==> config.mk <==
export PLATFORM = sky130hd
export DESIGN_NAME = bounded_circular_list_engine
export DESIGN_NICKNAME = d
export VERILOG_FILES = /design/src/hw/rtl/bcle_pkg.sv /design/src/hw/rtl/bcle_ctrl.sv /design/src/hw/rtl/bcle_dpath.sv /design/src/hw/rtl/bounded_circular_list_engine.sv
export VERILOG_INCLUDE_DIRS = /design/src /design/src/hw/rtl
export SDC_FILE = /design/constraint.sdc
export NUM_CORES = 1
export LEC_CHECK = 0
export ABC_CLOCK_PERIOD_IN_PS = 6650
export BUFFER_PORTS_ARGS = -buffer_cell sky130_fd_sc_hd__buf_2
export CORE_MARGIN = 5
export CORE_UTILIZATION = 60
export DETAILED_ROUTE_END_ITERATION = 12
export GPL_TIMING_DRIVEN = 0
export MAX_ROUTING_LAYER = met4
export PLACE_DENSITY = 0.75
export SLEW_MARGIN = 20
export SYNTH_ARGS = -nofsm -noshare
export SYNTH_HDL_FRONTEND = slang
export SYNTH_SLANG_ARGS = --single-unit
==> constraint.sdc <==
create_clock -name clk -period 6.65 [get_ports clk]
set_clock_uncertainty 0.1 [all_clocks]
set_input_delay 0.9975 -clock clk [delete_from_list [all_inputs] [get_ports clk]]
set_output_delay 0.9975 -clock clk [all_outputs]
set_load 0.02 [all_outputs]
==> src/hw/rtl/assert_macros.svh <==
// ----------------------------------------------------------------------------
// Assertion macros
// Clocked concurrent assertion wrappers, empty when synthesising.
// ----------------------------------------------------------------------------
`ifndef ASSERT_MACROS_SVH
`define ASSERT_MACROS_SVH

`ifndef SYNTHESIS
// check on every edge outside reset
`define BCLE_ASSERT(lbl, prop) \
  lbl: assert property (@(posedge clk) disable iff (!rst_n) (prop)) \
    else $error("assertion failed");
// check on every edge, reset included
`define BCLE_ASSERT_ALWAYS(lbl, prop) \
  lbl: assert property (@(posedge clk) (prop)) \
    else $error("assertion failed");
`else
`define BCLE_ASSERT(lbl, prop)
`define BCLE_ASSERT_ALWAYS(lbl, prop)
`endif

`endif

==> src/hw/rtl/bcle_pkg.sv <==
// ----------------------------------------------------------------------------
// Bounded circular list engine package
// Sizes, operation and status codes, controller states and the command and
// status bundles between controller and datapath.
// ----------------------------------------------------------------------------
package bcle_pkg;

  localparam int CAPACITY   = 32;
  localparam int IDX_W      = $clog2(CAPACITY);
  localparam int CNT_W      = $clog2(CAPACITY + 1);
  localparam int POS_W      = 5;
  localparam int VAL_W      = 32;
  localparam int OP_W       = 3;
  localparam int CMP_W      = (CNT_W > POS_W) ? CNT_W : POS_W;
  localparam int IN_DATA_W  = ((VAL_W + POS_W + 7) / 8) * 8;
  localparam int OUT_DATA_W = VAL_W;

  typedef enum logic [OP_W-1:0] {
    OP_APPEND   = 3'd0,
    OP_INSERT   = 3'd1,
    OP_RM_FRONT = 3'd2,
    OP_RM_END   = 3'd3,
    OP_RM_POS   = 3'd4,
    OP_READ_ALL = 3'd5
  } op_t;

  typedef enum logic [1:0] {
    ST_OK     = 2'd0,
    ST_FULL   = 2'd1,
    ST_EMPTY  = 2'd2,
    ST_BADPOS = 2'd3
  } status_t;

  typedef enum logic [2:0] {
    S_IDLE,
    S_EXEC,
    S_RESP,
    S_SH_RD,
    S_SH_WR,
    S_RD_ISS,
    S_RD_OUT
  } state_t;

  typedef struct packed {
    logic    latch_in;
    logic    wr_tail;
    logic    wr_front;
    logic    head_dec;
    logic    head_inc;
    logic    cnt_inc;
    logic    cnt_dec;
    logic    idx_pos;
    logic    idx_clr;
    logic    idx_inc;
    logic    rd_cur;
    logic    rd_next;
    logic    sh_wr;
    logic    out_load;
    logic    out_data;
    logic    out_last;
    status_t out_st;
  } cmd_t;

  typedef struct packed {
    op_t  op;
    logic empty;
    logic full;
    logic pos_bad;
    logic shift_more;
    logic rd_last;
    logic out_free;
  } sts_t;

endpackage

==> src/hw/rtl/bcle_ctrl.sv <==
// ----------------------------------------------------------------------------
// Bounded circular list engine controller
// Sequences one operation at a time: decode, store update, shift walk for
// positional removal, read-out walk, and result hand-off.
// ----------------------------------------------------------------------------
module bcle_ctrl
  import bcle_pkg::*;
(
  input  logic clk,
  input  logic rst_n,
  input  logic in_tvalid,
  output logic in_tready,
  input  sts_t sts,
  output cmd_t cmd
);

  state_t  state_r, state_nxt;
  status_t st_r, st_nxt;
  status_t exec_st;
  logic    exec_resp;

  always_ff @(posedge clk) begin
    if (!rst_n) begin
      state_r <= S_IDLE;
      st_r    <= ST_OK;
    end else begin
      state_r <= state_nxt;
      st_r    <= st_nxt;
    end
  end

  always_comb begin
    exec_resp = 1'b1;
    exec_st   = ST_OK;
    case (sts.op)
      OP_APPEND, OP_INSERT: begin
        if (sts.full) exec_st = ST_FULL;
      end
      OP_RM_FRONT, OP_RM_END: begin
        if (sts.empty) exec_st = ST_EMPTY;
      end
      OP_RM_POS: begin
        if (sts.empty) exec_st = ST_EMPTY;
        else if (sts.pos_bad) exec_st = ST_BADPOS;
        else exec_resp = 1'b0;
      end
      OP_READ_ALL: begin
        if (sts.empty) exec_st = ST_EMPTY;
        else exec_resp = 1'b0;
      end
      default: exec_resp = 1'b0;
    endcase
  end

  always_comb begin
    state_nxt = state_r;
    st_nxt    = st_r;
    case (state_r)
      S_IDLE: begin
        if (in_tvalid) state_nxt = S_EXEC;
      end
      S_EXEC: begin
        if (exec_resp) begin
          st_nxt    = exec_st;
          state_nxt = sts.out_free ? S_IDLE : S_RESP;
        end else begin
          case (sts.op)
            OP_RM_POS:   state_nxt = S_SH_RD;
            OP_READ_ALL: state_nxt = S_RD_ISS;
            default:     state_nxt = S_IDLE;
          endcase
        end
      end
      S_RESP: begin
        if (sts.out_free) state_nxt = S_IDLE;
      end
      S_SH_RD: begin
        if (sts.shift_more) begin
          state_nxt = S_SH_WR;
        end else begin
          st_nxt    = ST_OK;
          state_nxt = S_RESP;
        end
      end
      S_SH_WR:  state_nxt = S_SH_RD;
      S_RD_ISS: state_nxt = S_RD_OUT;
      S_RD_OUT: begin
        if (sts.out_free) state_nxt = sts.rd_last ? S_IDLE : S_RD_ISS;
      end
      default: state_nxt = S_IDLE;
    endcase
  end

  always_comb begin
    cmd        = '0;
    cmd.out_st = ST_OK;
    in_tready  = 1'b0;
    case (state_r)
      S_IDLE: begin
        in_tready    = 1'b1;
        cmd.latch_in = in_tvalid;
      end
      S_EXEC: begin
        case (sts.op)
          OP_APPEND: begin
            cmd.wr_tail = !sts.full;
            cmd.cnt_inc = !sts.full;
          end
          OP_INSERT: begin
            cmd.wr_front = !sts.full;
            cmd.head_dec = !sts.full;
            cmd.cnt_inc  = !sts.full;
          end
          OP_RM_FRONT: begin
            cmd.head_inc = !sts.empty;
            cmd.cnt_dec  = !sts.empty;
          end
          OP_RM_END:   cmd.cnt_dec = !sts.empty;
          OP_RM_POS:   cmd.idx_pos = !exec_resp;
          OP_READ_ALL: cmd.idx_clr = !exec_resp;
          default: ;
        endcase
        if (exec_resp && sts.out_free) begin
          cmd.out_load = 1'b1;
          cmd.out_last = 1'b1;
          cmd.out_st   = exec_st;
        end
      end
      S_RESP: begin
        cmd.out_load = sts.out_free;
        cmd.out_last = 1'b1;
        cmd.out_st   = st_r;
      end
      S_SH_RD: begin
        cmd.rd_next = sts.shift_more;
        cmd.cnt_dec = !sts.shift_more;
      end
      S_SH_WR: begin
        cmd.sh_wr   = 1'b1;
        cmd.idx_inc = 1'b1;
      end
      S_RD_ISS: cmd.rd_cur = 1'b1;
      S_RD_OUT: begin
        cmd.out_load = sts.out_free;
        cmd.out_data = 1'b1;
        cmd.out_last = sts.rd_last;
        cmd.idx_inc  = sts.out_free && !sts.rd_last;
      end
      default: ;
    endcase
  end

endmodule

==> src/hw/rtl/bcle_dpath.sv <==
// ----------------------------------------------------------------------------
// Bounded circular list engine datapath
// Item registers, head, count and walk index, the entry store with its
// registered read port, and the result register.
// ----------------------------------------------------------------------------
`include "assert_macros.svh"

module bcle_dpath
  import bcle_pkg::*;
(
  input  logic                  clk,
  input  logic                  rst_n,
  input  cmd_t                  cmd,
  output sts_t                  sts,
  input  logic [IN_DATA_W-1:0]  in_tdata,
  input  logic [OP_W-1:0]       in_tuser,
  output logic                  out_tvalid,
  input  logic                  out_tready,
  output logic [OUT_DATA_W-1:0] out_tdata,
  output logic [1:0]            out_tuser,
  output logic                  out_tlast
);

  function automatic logic [IDX_W-1:0] slot_of(input logic [IDX_W-1:0] h,
                                               input logic [IDX_W-1:0] k);
    logic [IDX_W:0] s;
    s = {1'b0, h} + {1'b0, k};
    if (s >= (IDX_W+1)'(CAPACITY)) s = s - (IDX_W+1)'(CAPACITY);
    return s[IDX_W-1:0];
  endfunction

  op_t              op_r;
  logic [VAL_W-1:0] val_r;
  logic [POS_W-1:0] pos_r;
  logic [IDX_W-1:0] head_r, head_nxt;
  logic [CNT_W-1:0] cnt_r, cnt_nxt;
  logic [IDX_W-1:0] idx_r, idx_nxt;
  logic [IDX_W-1:0] idx_p1;
  logic [CNT_W-1:0] idx_p1_c;

  logic [VAL_W-1:0] mem [CAPACITY];
  logic [VAL_W-1:0] rdata_r;
  logic             mem_we, mem_re;
  logic [IDX_W-1:0] mem_wa, mem_ra;
  logic [VAL_W-1:0] mem_wd;

  logic                  out_valid_r;
  logic [OUT_DATA_W-1:0] out_data_r;
  logic [1:0]            out_st_r;
  logic                  out_last_r;

  always_ff @(posedge clk) begin
    if (cmd.latch_in) begin
      op_r  <= op_t'(in_tuser);
      val_r <= in_tdata[VAL_W-1:0];
      pos_r <= in_tdata[VAL_W+POS_W-1:VAL_W];
    end
  end

  assign idx_p1_c = CNT_W'(idx_r) + CNT_W'(1);
  assign idx_p1   = IDX_W'(idx_p1_c);

  always_comb begin
    head_nxt = head_r;
    if (cmd.head_dec) head_nxt = slot_of(head_r, IDX_W'(CAPACITY - 1));
    else if (cmd.head_inc) head_nxt = slot_of(head_r, IDX_W'(1));
    cnt_nxt = cnt_r;
    if (cmd.cnt_inc) cnt_nxt = cnt_r + CNT_W'(1);
    else if (cmd.cnt_dec) cnt_nxt = cnt_r - CNT_W'(1);
    idx_nxt = idx_r;
    if (cmd.idx_pos) idx_nxt = IDX_W'(pos_r);
    else if (cmd.idx_clr) idx_nxt = '0;
    else if (cmd.idx_inc) idx_nxt = idx_p1;
  end

  always_ff @(posedge clk) begin
    if (!rst_n) begin
      head_r <= '0;
      cnt_r  <= '0;
      idx_r  <= '0;
    end else begin
      head_r <= head_nxt;
      cnt_r  <= cnt_nxt;
      idx_r  <= idx_nxt;
    end
  end

  always_comb begin
    mem_we = cmd.wr_tail || cmd.wr_front || cmd.sh_wr;
    mem_wd = val_r;
    mem_wa = slot_of(head_r, IDX_W'(cnt_r));
    if (cmd.wr_front) begin
      mem_wa = slot_of(head_r, IDX_W'(CAPACITY - 1));
    end else if (cmd.sh_wr) begin
      mem_wa = slot_of(head_r, idx_r);
      mem_wd = rdata_r;
    end
    mem_re = cmd.rd_cur || cmd.rd_next;
    mem_ra = slot_of(head_r, cmd.rd_next ? idx_p1 : idx_r);
  end

  always_ff @(posedge clk) begin
    if (mem_we) mem[mem_wa] <= mem_wd;
    if (mem_re) rdata_r <= mem[mem_ra];
  end

  always_ff @(posedge clk) begin
    if (!rst_n) begin
      out_valid_r <= 1'b0;
    end else if (cmd.out_load) begin
      out_valid_r <= 1'b1;
    end else if (out_tready) begin
      out_valid_r <= 1'b0;
    end
  end

  always_ff @(posedge clk) begin
    if (cmd.out_load) begin
      out_data_r <= cmd.out_data ? rdata_r : '0;
      out_st_r   <= cmd.out_st;
      out_last_r <= cmd.out_last;
    end
  end

  assign out_tvalid = out_valid_r;
  assign out_tdata  = out_data_r;
  assign out_tuser  = out_st_r;
  assign out_tlast  = out_last_r;

  always_comb begin
    sts.op         = op_r;
    sts.empty      = (cnt_r == '0);
    sts.full       = (cnt_r == CNT_W'(CAPACITY));
    sts.pos_bad    = (CMP_W'(pos_r) >= CMP_W'(cnt_r));
    sts.shift_more = (idx_p1_c < cnt_r);
    sts.rd_last    = (idx_p1_c == cnt_r);
    sts.out_free   = !out_valid_r || out_tready;
  end

  `BCLE_ASSERT(a_cnt_bound, cnt_r <= CNT_W'(CAPACITY))
  `BCLE_ASSERT(a_load_free, cmd.out_load |-> (!out_valid_r || out_tready))
  `BCLE_ASSERT(a_cnt_step, cmd.cnt_inc |=> (cnt_r == $past(cnt_r) + CNT_W'(1)))
  `BCLE_ASSERT(a_cnt_excl, !(cmd.cnt_inc && cmd.cnt_dec))
  `BCLE_ASSERT(a_one_write, $onehot0({cmd.wr_tail, cmd.wr_front, cmd.sh_wr}))

endmodule

==> src/hw/rtl/bounded_circular_list_engine.sv <==
// A status-only result is registered from the execute state, or from the
// response state once the output is free; new operations enter only in idle.
// Remove at position walks the store to the end, a read then a write per entry.
// Read-out issues a read, then offers each entry through the single read port.
// Reset clears head, count, controller state and output valid; store holds.
// ----------------------------------------------------------------------------
// Bounded circular list engine
// Ordered list of signed words in a circular store, with front, end and
// positional removal, front and end insertion, and in-order read-out.
// ----------------------------------------------------------------------------
module bounded_circular_list_engine
  import bcle_pkg::*;
(
  input  logic                  clk,
  input  logic                  rst_n,
  input  logic                  in_tvalid,
  output logic                  in_tready,
  input  logic [IN_DATA_W-1:0]  in_tdata,   // item_value [31:0], position [36:32]
  input  logic [OP_W-1:0]       in_tuser,   // operation [2:0]
  output logic                  out_tvalid,
  input  logic                  out_tready,
  output logic [OUT_DATA_W-1:0] out_tdata,  // out_value [31:0]
  output logic [1:0]            out_tuser,  // status [1:0]
  output logic                  out_tlast
);

  cmd_t cmd;
  sts_t sts;

  bcle_ctrl u_ctrl (
    .clk       (clk),
    .rst_n     (rst_n),
    .in_tvalid (in_tvalid),
    .in_tready (in_tready),
    .sts       (sts),
    .cmd       (cmd)
  );

  bcle_dpath u_dpath (
    .clk        (clk),
    .rst_n      (rst_n),
    .cmd        (cmd),
    .sts        (sts),
    .in_tdata   (in_tdata),
    .in_tuser   (in_tuser),
    .out_tvalid (out_tvalid),
    .out_tready (out_tready),
    .out_tdata  (out_tdata),
    .out_tuser  (out_tuser),
    .out_tlast  (out_tlast)
  );

endmodule
==> flow_summary.ini <==
[grt]
track_usage = 0.295
met2_usage = 0.485
grt.overflow.total = 0
grt_pass1_wl_mm = 166
antenna_found_initial = 1
use_met3 = 0.0674
grt_start_max_net_pins = 33
grt_pass1_vias = 23550
busiest_layer = met2
use_met1 = 0.371

[floorplanning]
coreArea_mm2 = 0.0744
die_w_um = 284
die-area_mm2 = 0.0808
fp.dieH_um = 284
start_util = 0.606
io_pins = 84
rows = 100

[status]
status = finished clean

[setup_path]
critPathCaptureType = flip-flop
crit_buf_inv = 2
critPathArrivalTime_ps = 6750
startpoint_type = flip-flop
crit_chain = ha_1, and3_1, xor2_1, ha_1, a21o_1, a21oi_1, nand3_1, xnor2_1, ha_1, fa_1, clkdlybuf4s15_1, clkbuf_1, mux4_2, mux4_2, mux2_2
crit_type = flip-flop to flip-flop
cpLargestDelayFamily = adder cells
critPathSlowestCell = fa_1
reg2reg_depth = 15
rrSetupSlack_ps = 220
worstPathRequired_ps = 6970
r2r-start = u_dpath.idx_r[0]$_SDFFE_PN0P_
r2r_end = u_dpath.rdata_r[16]$_DFFE_PP_
cpMostUsedCell = ha_1
slowest_delay_ps = 710
crit_path_max_fanout = 10

[power_and_ir_drop]
vdd_drop_max_mv = 0.234
power.leakage_uw = 0.0163
power-per-cell-area_mw_per_mm2 = 301

[routing]
drtAntennaViolNets = 0
totalWireLength_mm = 115
drt_iter0_drc = 3040
drtPass1Iterations = 6
via_per_inst = 6.88
remaining_drc_errors = 0
wl_per_cell_um = 34.9
vias = 22653

[logic_synthesis]
synth.top_cell.area_share = 0.753
synth_top_cells_by_count = 1131 x edfxtp_1, 320 x mux4_2, 66 x mux2_2
synth_area_mm2 = 0.0451
yosys_warnings = 0
ys_types = 63
synth.most_common_cell = edfxtp_1
synth_top_cell_by_area = edfxtp_1
ys_ff_latch = 1153
syn_nets = 2063
netlist_instances = 1987
netlist_top_cells_area = edfxtp_1 75%, mux4_2 16%, mux2_2 1.6%, dfxtp_1 0.98%, ha_1 0.72%
ys.flop_type = edfxtp_1
yosysSeqAreaShare = 0.763
synth_edf_count = 1131
synthArstFlopShare = 0
synth_area_per_cell_um2 = 22.7

[timing]
post-route-period-util = 0.967
fmax_mhz = 156
relSlewSlack = 0.253
finalHoldViolCount = 0
maxSlewViolCount = 0
worstMarginPinSlew_ps = 1120
period_needed_ps = 6430
whs_ps = 386
fin_tns_setup_ps = 0
finalSetupViolations = 0

[cells_and_area]
nets = 2304
final_util = 0.696
nFillCells = 4238
drive_gt1_frac = 0.336
area_growth_pct = 14.8
final_area_mm2 = 0.0518
instances_no_fill = 3291

[cts]
cts_buffers = 111
clkSlewWorstSetupHoldPaths_ps = 60
cts_buffer_depth = 3
h-tree-depth = 3
cts-root-buf = clkbuf_16
clk_latency_ps = 680
hold_buffers = 0
tritoncts = yes
clock_sinks = 1153

[hold_path]
min_to = u_dpath.val_r[8]$_DFFE_PP_
hold_depth = 1
min_from = in_tdata[8]
holdCritPathClass = input pin to flip-flop

[placement]
io_buffer_count = 79
placed_cell_area_mm2 = 0.0481
post-place-cells = 3084
dp_hpwl_mm = 71.2
globalplace.congestion = 0.879

[job]
cap_violations = 0
-- cell usage in the layout, fill, tap and decap left out, drive strengths merged, types with 12 or more instances in the layout --
cell type / n
nand2: 38
mux2: 66
mux4: 320
xnor2: 17
ha: 26
edfxtp: 1131
inv: 21
o21ai: 21
buf: 164
nor2: 50
and3: 37
clkinv: 50
dfxtp: 22
clkbuf: 194
bufinv: 12
a21oi: 20
-- logic make-up after synthesis --
family | count (synthesis) | share of synthesized area
DFF | 1153 | 0.763
muxes | 392 | 0.178
and+or+nand+nor | 177 | 0.0201
buffers and inverters | 115 | 0.0106
AOI/OAI and AO/OA | 93 | 0.0147
adders and majority gates | 29 | 0.00854
xor gates and xnor gates | 28 | 0.00591
-- worst reg2reg max path: stages (launching register included) --
cell	delay, ps
dfxtp_1	500
ha_1	310
and3_1	240
xor2_1	160
ha_1	250
a21o_1	160
a21oi_1	440
nand3_1	300
xnor2_1	220
ha_1	240
fa_1	710
clkdlybuf4s15_1	700
clkbuf_1	650
mux4_2	430
mux4_2	480
mux2_2	300
-- layer usage --
| metal | wire (µm) | vias up |
|---|---|---|
| met5 | 0 | - |
| met4 | 4310 | 0 |
| met3 | 12300 | 267 |
| met2 | 58500 | 1577 |
| met1 | 39600 | 11892 |
| li1 | - | 8917 |
-- cell type report --
type	instances	area (µm²)	share of cell area
repair buffers	128	1490	0.0287
well taps	969	1210	0.0234
clock inverters	71	718	0.0139
clock buffers	135	2930	0.0566
inverters	18	67.6	0.00130
diodes	1	2.50	0.0000483
plain buffers	97	450	0.00870
flip-flops and latches	1153	34400	0.664
multi-input cells	719	10500	0.203
-- power by group --
| group | total, µW | leakage [µW] | internal [µW] | switching [µW] |
|---|---|---|---|---|
| registers | 8150 | 0.0104 | 8110 | 39.0 |
| logic | 1120 | 0.00418 | 444 | 676 |
| clock network | 6310 | 0.00178 | 3610 | 2700 |
| total | 15600 | 0.0163 | 12200 | 3420 |
-- state kept, by name (all words and copies together) (netlist names) --
name / cells
u_ctrl.state_r: 3
u_dpath.cnt_r: 6
u_dpath.op_r: 3
u_dpath.val_r: 32
u_dpath.out_tlast: 1
u_ctrl.st_r: 2
u_dpath.out_tuser: 2
u_dpath.rdata_r: 32
u_dpath.out_tvalid: 1
u_dpath.out_tdata: 32
u_dpath.head_r: 5
u_dpath.idx_r: 5
u_dpath.pos_r: 5
u_dpath.mem: 1024
-- timing repair --
item	in CTS	in global routing
setup endpoints to repair	2	32
cloned	0	0
gates resized for setup	2	53
setup buffers	0	0
-- metrics by stage --
step                total power [µW]  setup WS, ps
global route                   16000         -13.4
CTS                            15600          7.13
detailed placement              9390         -7.24
finish                         15600           220
global placement                9320          -901
floorplan                       9020          1750
-- worst max path at each step --
stage                               endpoint                           start  depth (start not counted)  slack, ps
2_1_floorplan  u_dpath.rdata_r[10]$_DFFE_PP_   u_dpath.idx_r[0]$_SDFFE_PN0P_                         14       1750
3_3_place_gp   u_dpath.mem[27][14]$_DFFE_PP_  u_ctrl.state_r[0]$_SDFFE_PN0P_                         12       -900
3_5_place_dp   u_dpath.rdata_r[30]$_DFFE_PP_   u_dpath.idx_r[0]$_SDFFE_PN0P_                         15         -7
4_1_cts        u_dpath.rdata_r[30]$_DFFE_PP_   u_dpath.idx_r[0]$_SDFFE_PN0P_                         15          7
5_1_grt        u_dpath.rdata_r[30]$_DFFE_PP_   u_dpath.idx_r[0]$_SDFFE_PN0P_                         15        -10
6_report       u_dpath.rdata_r[16]$_DFFE_PP_   u_dpath.idx_r[0]$_SDFFE_PN0P_                         15        220
(Power assumes the default switching activity.)
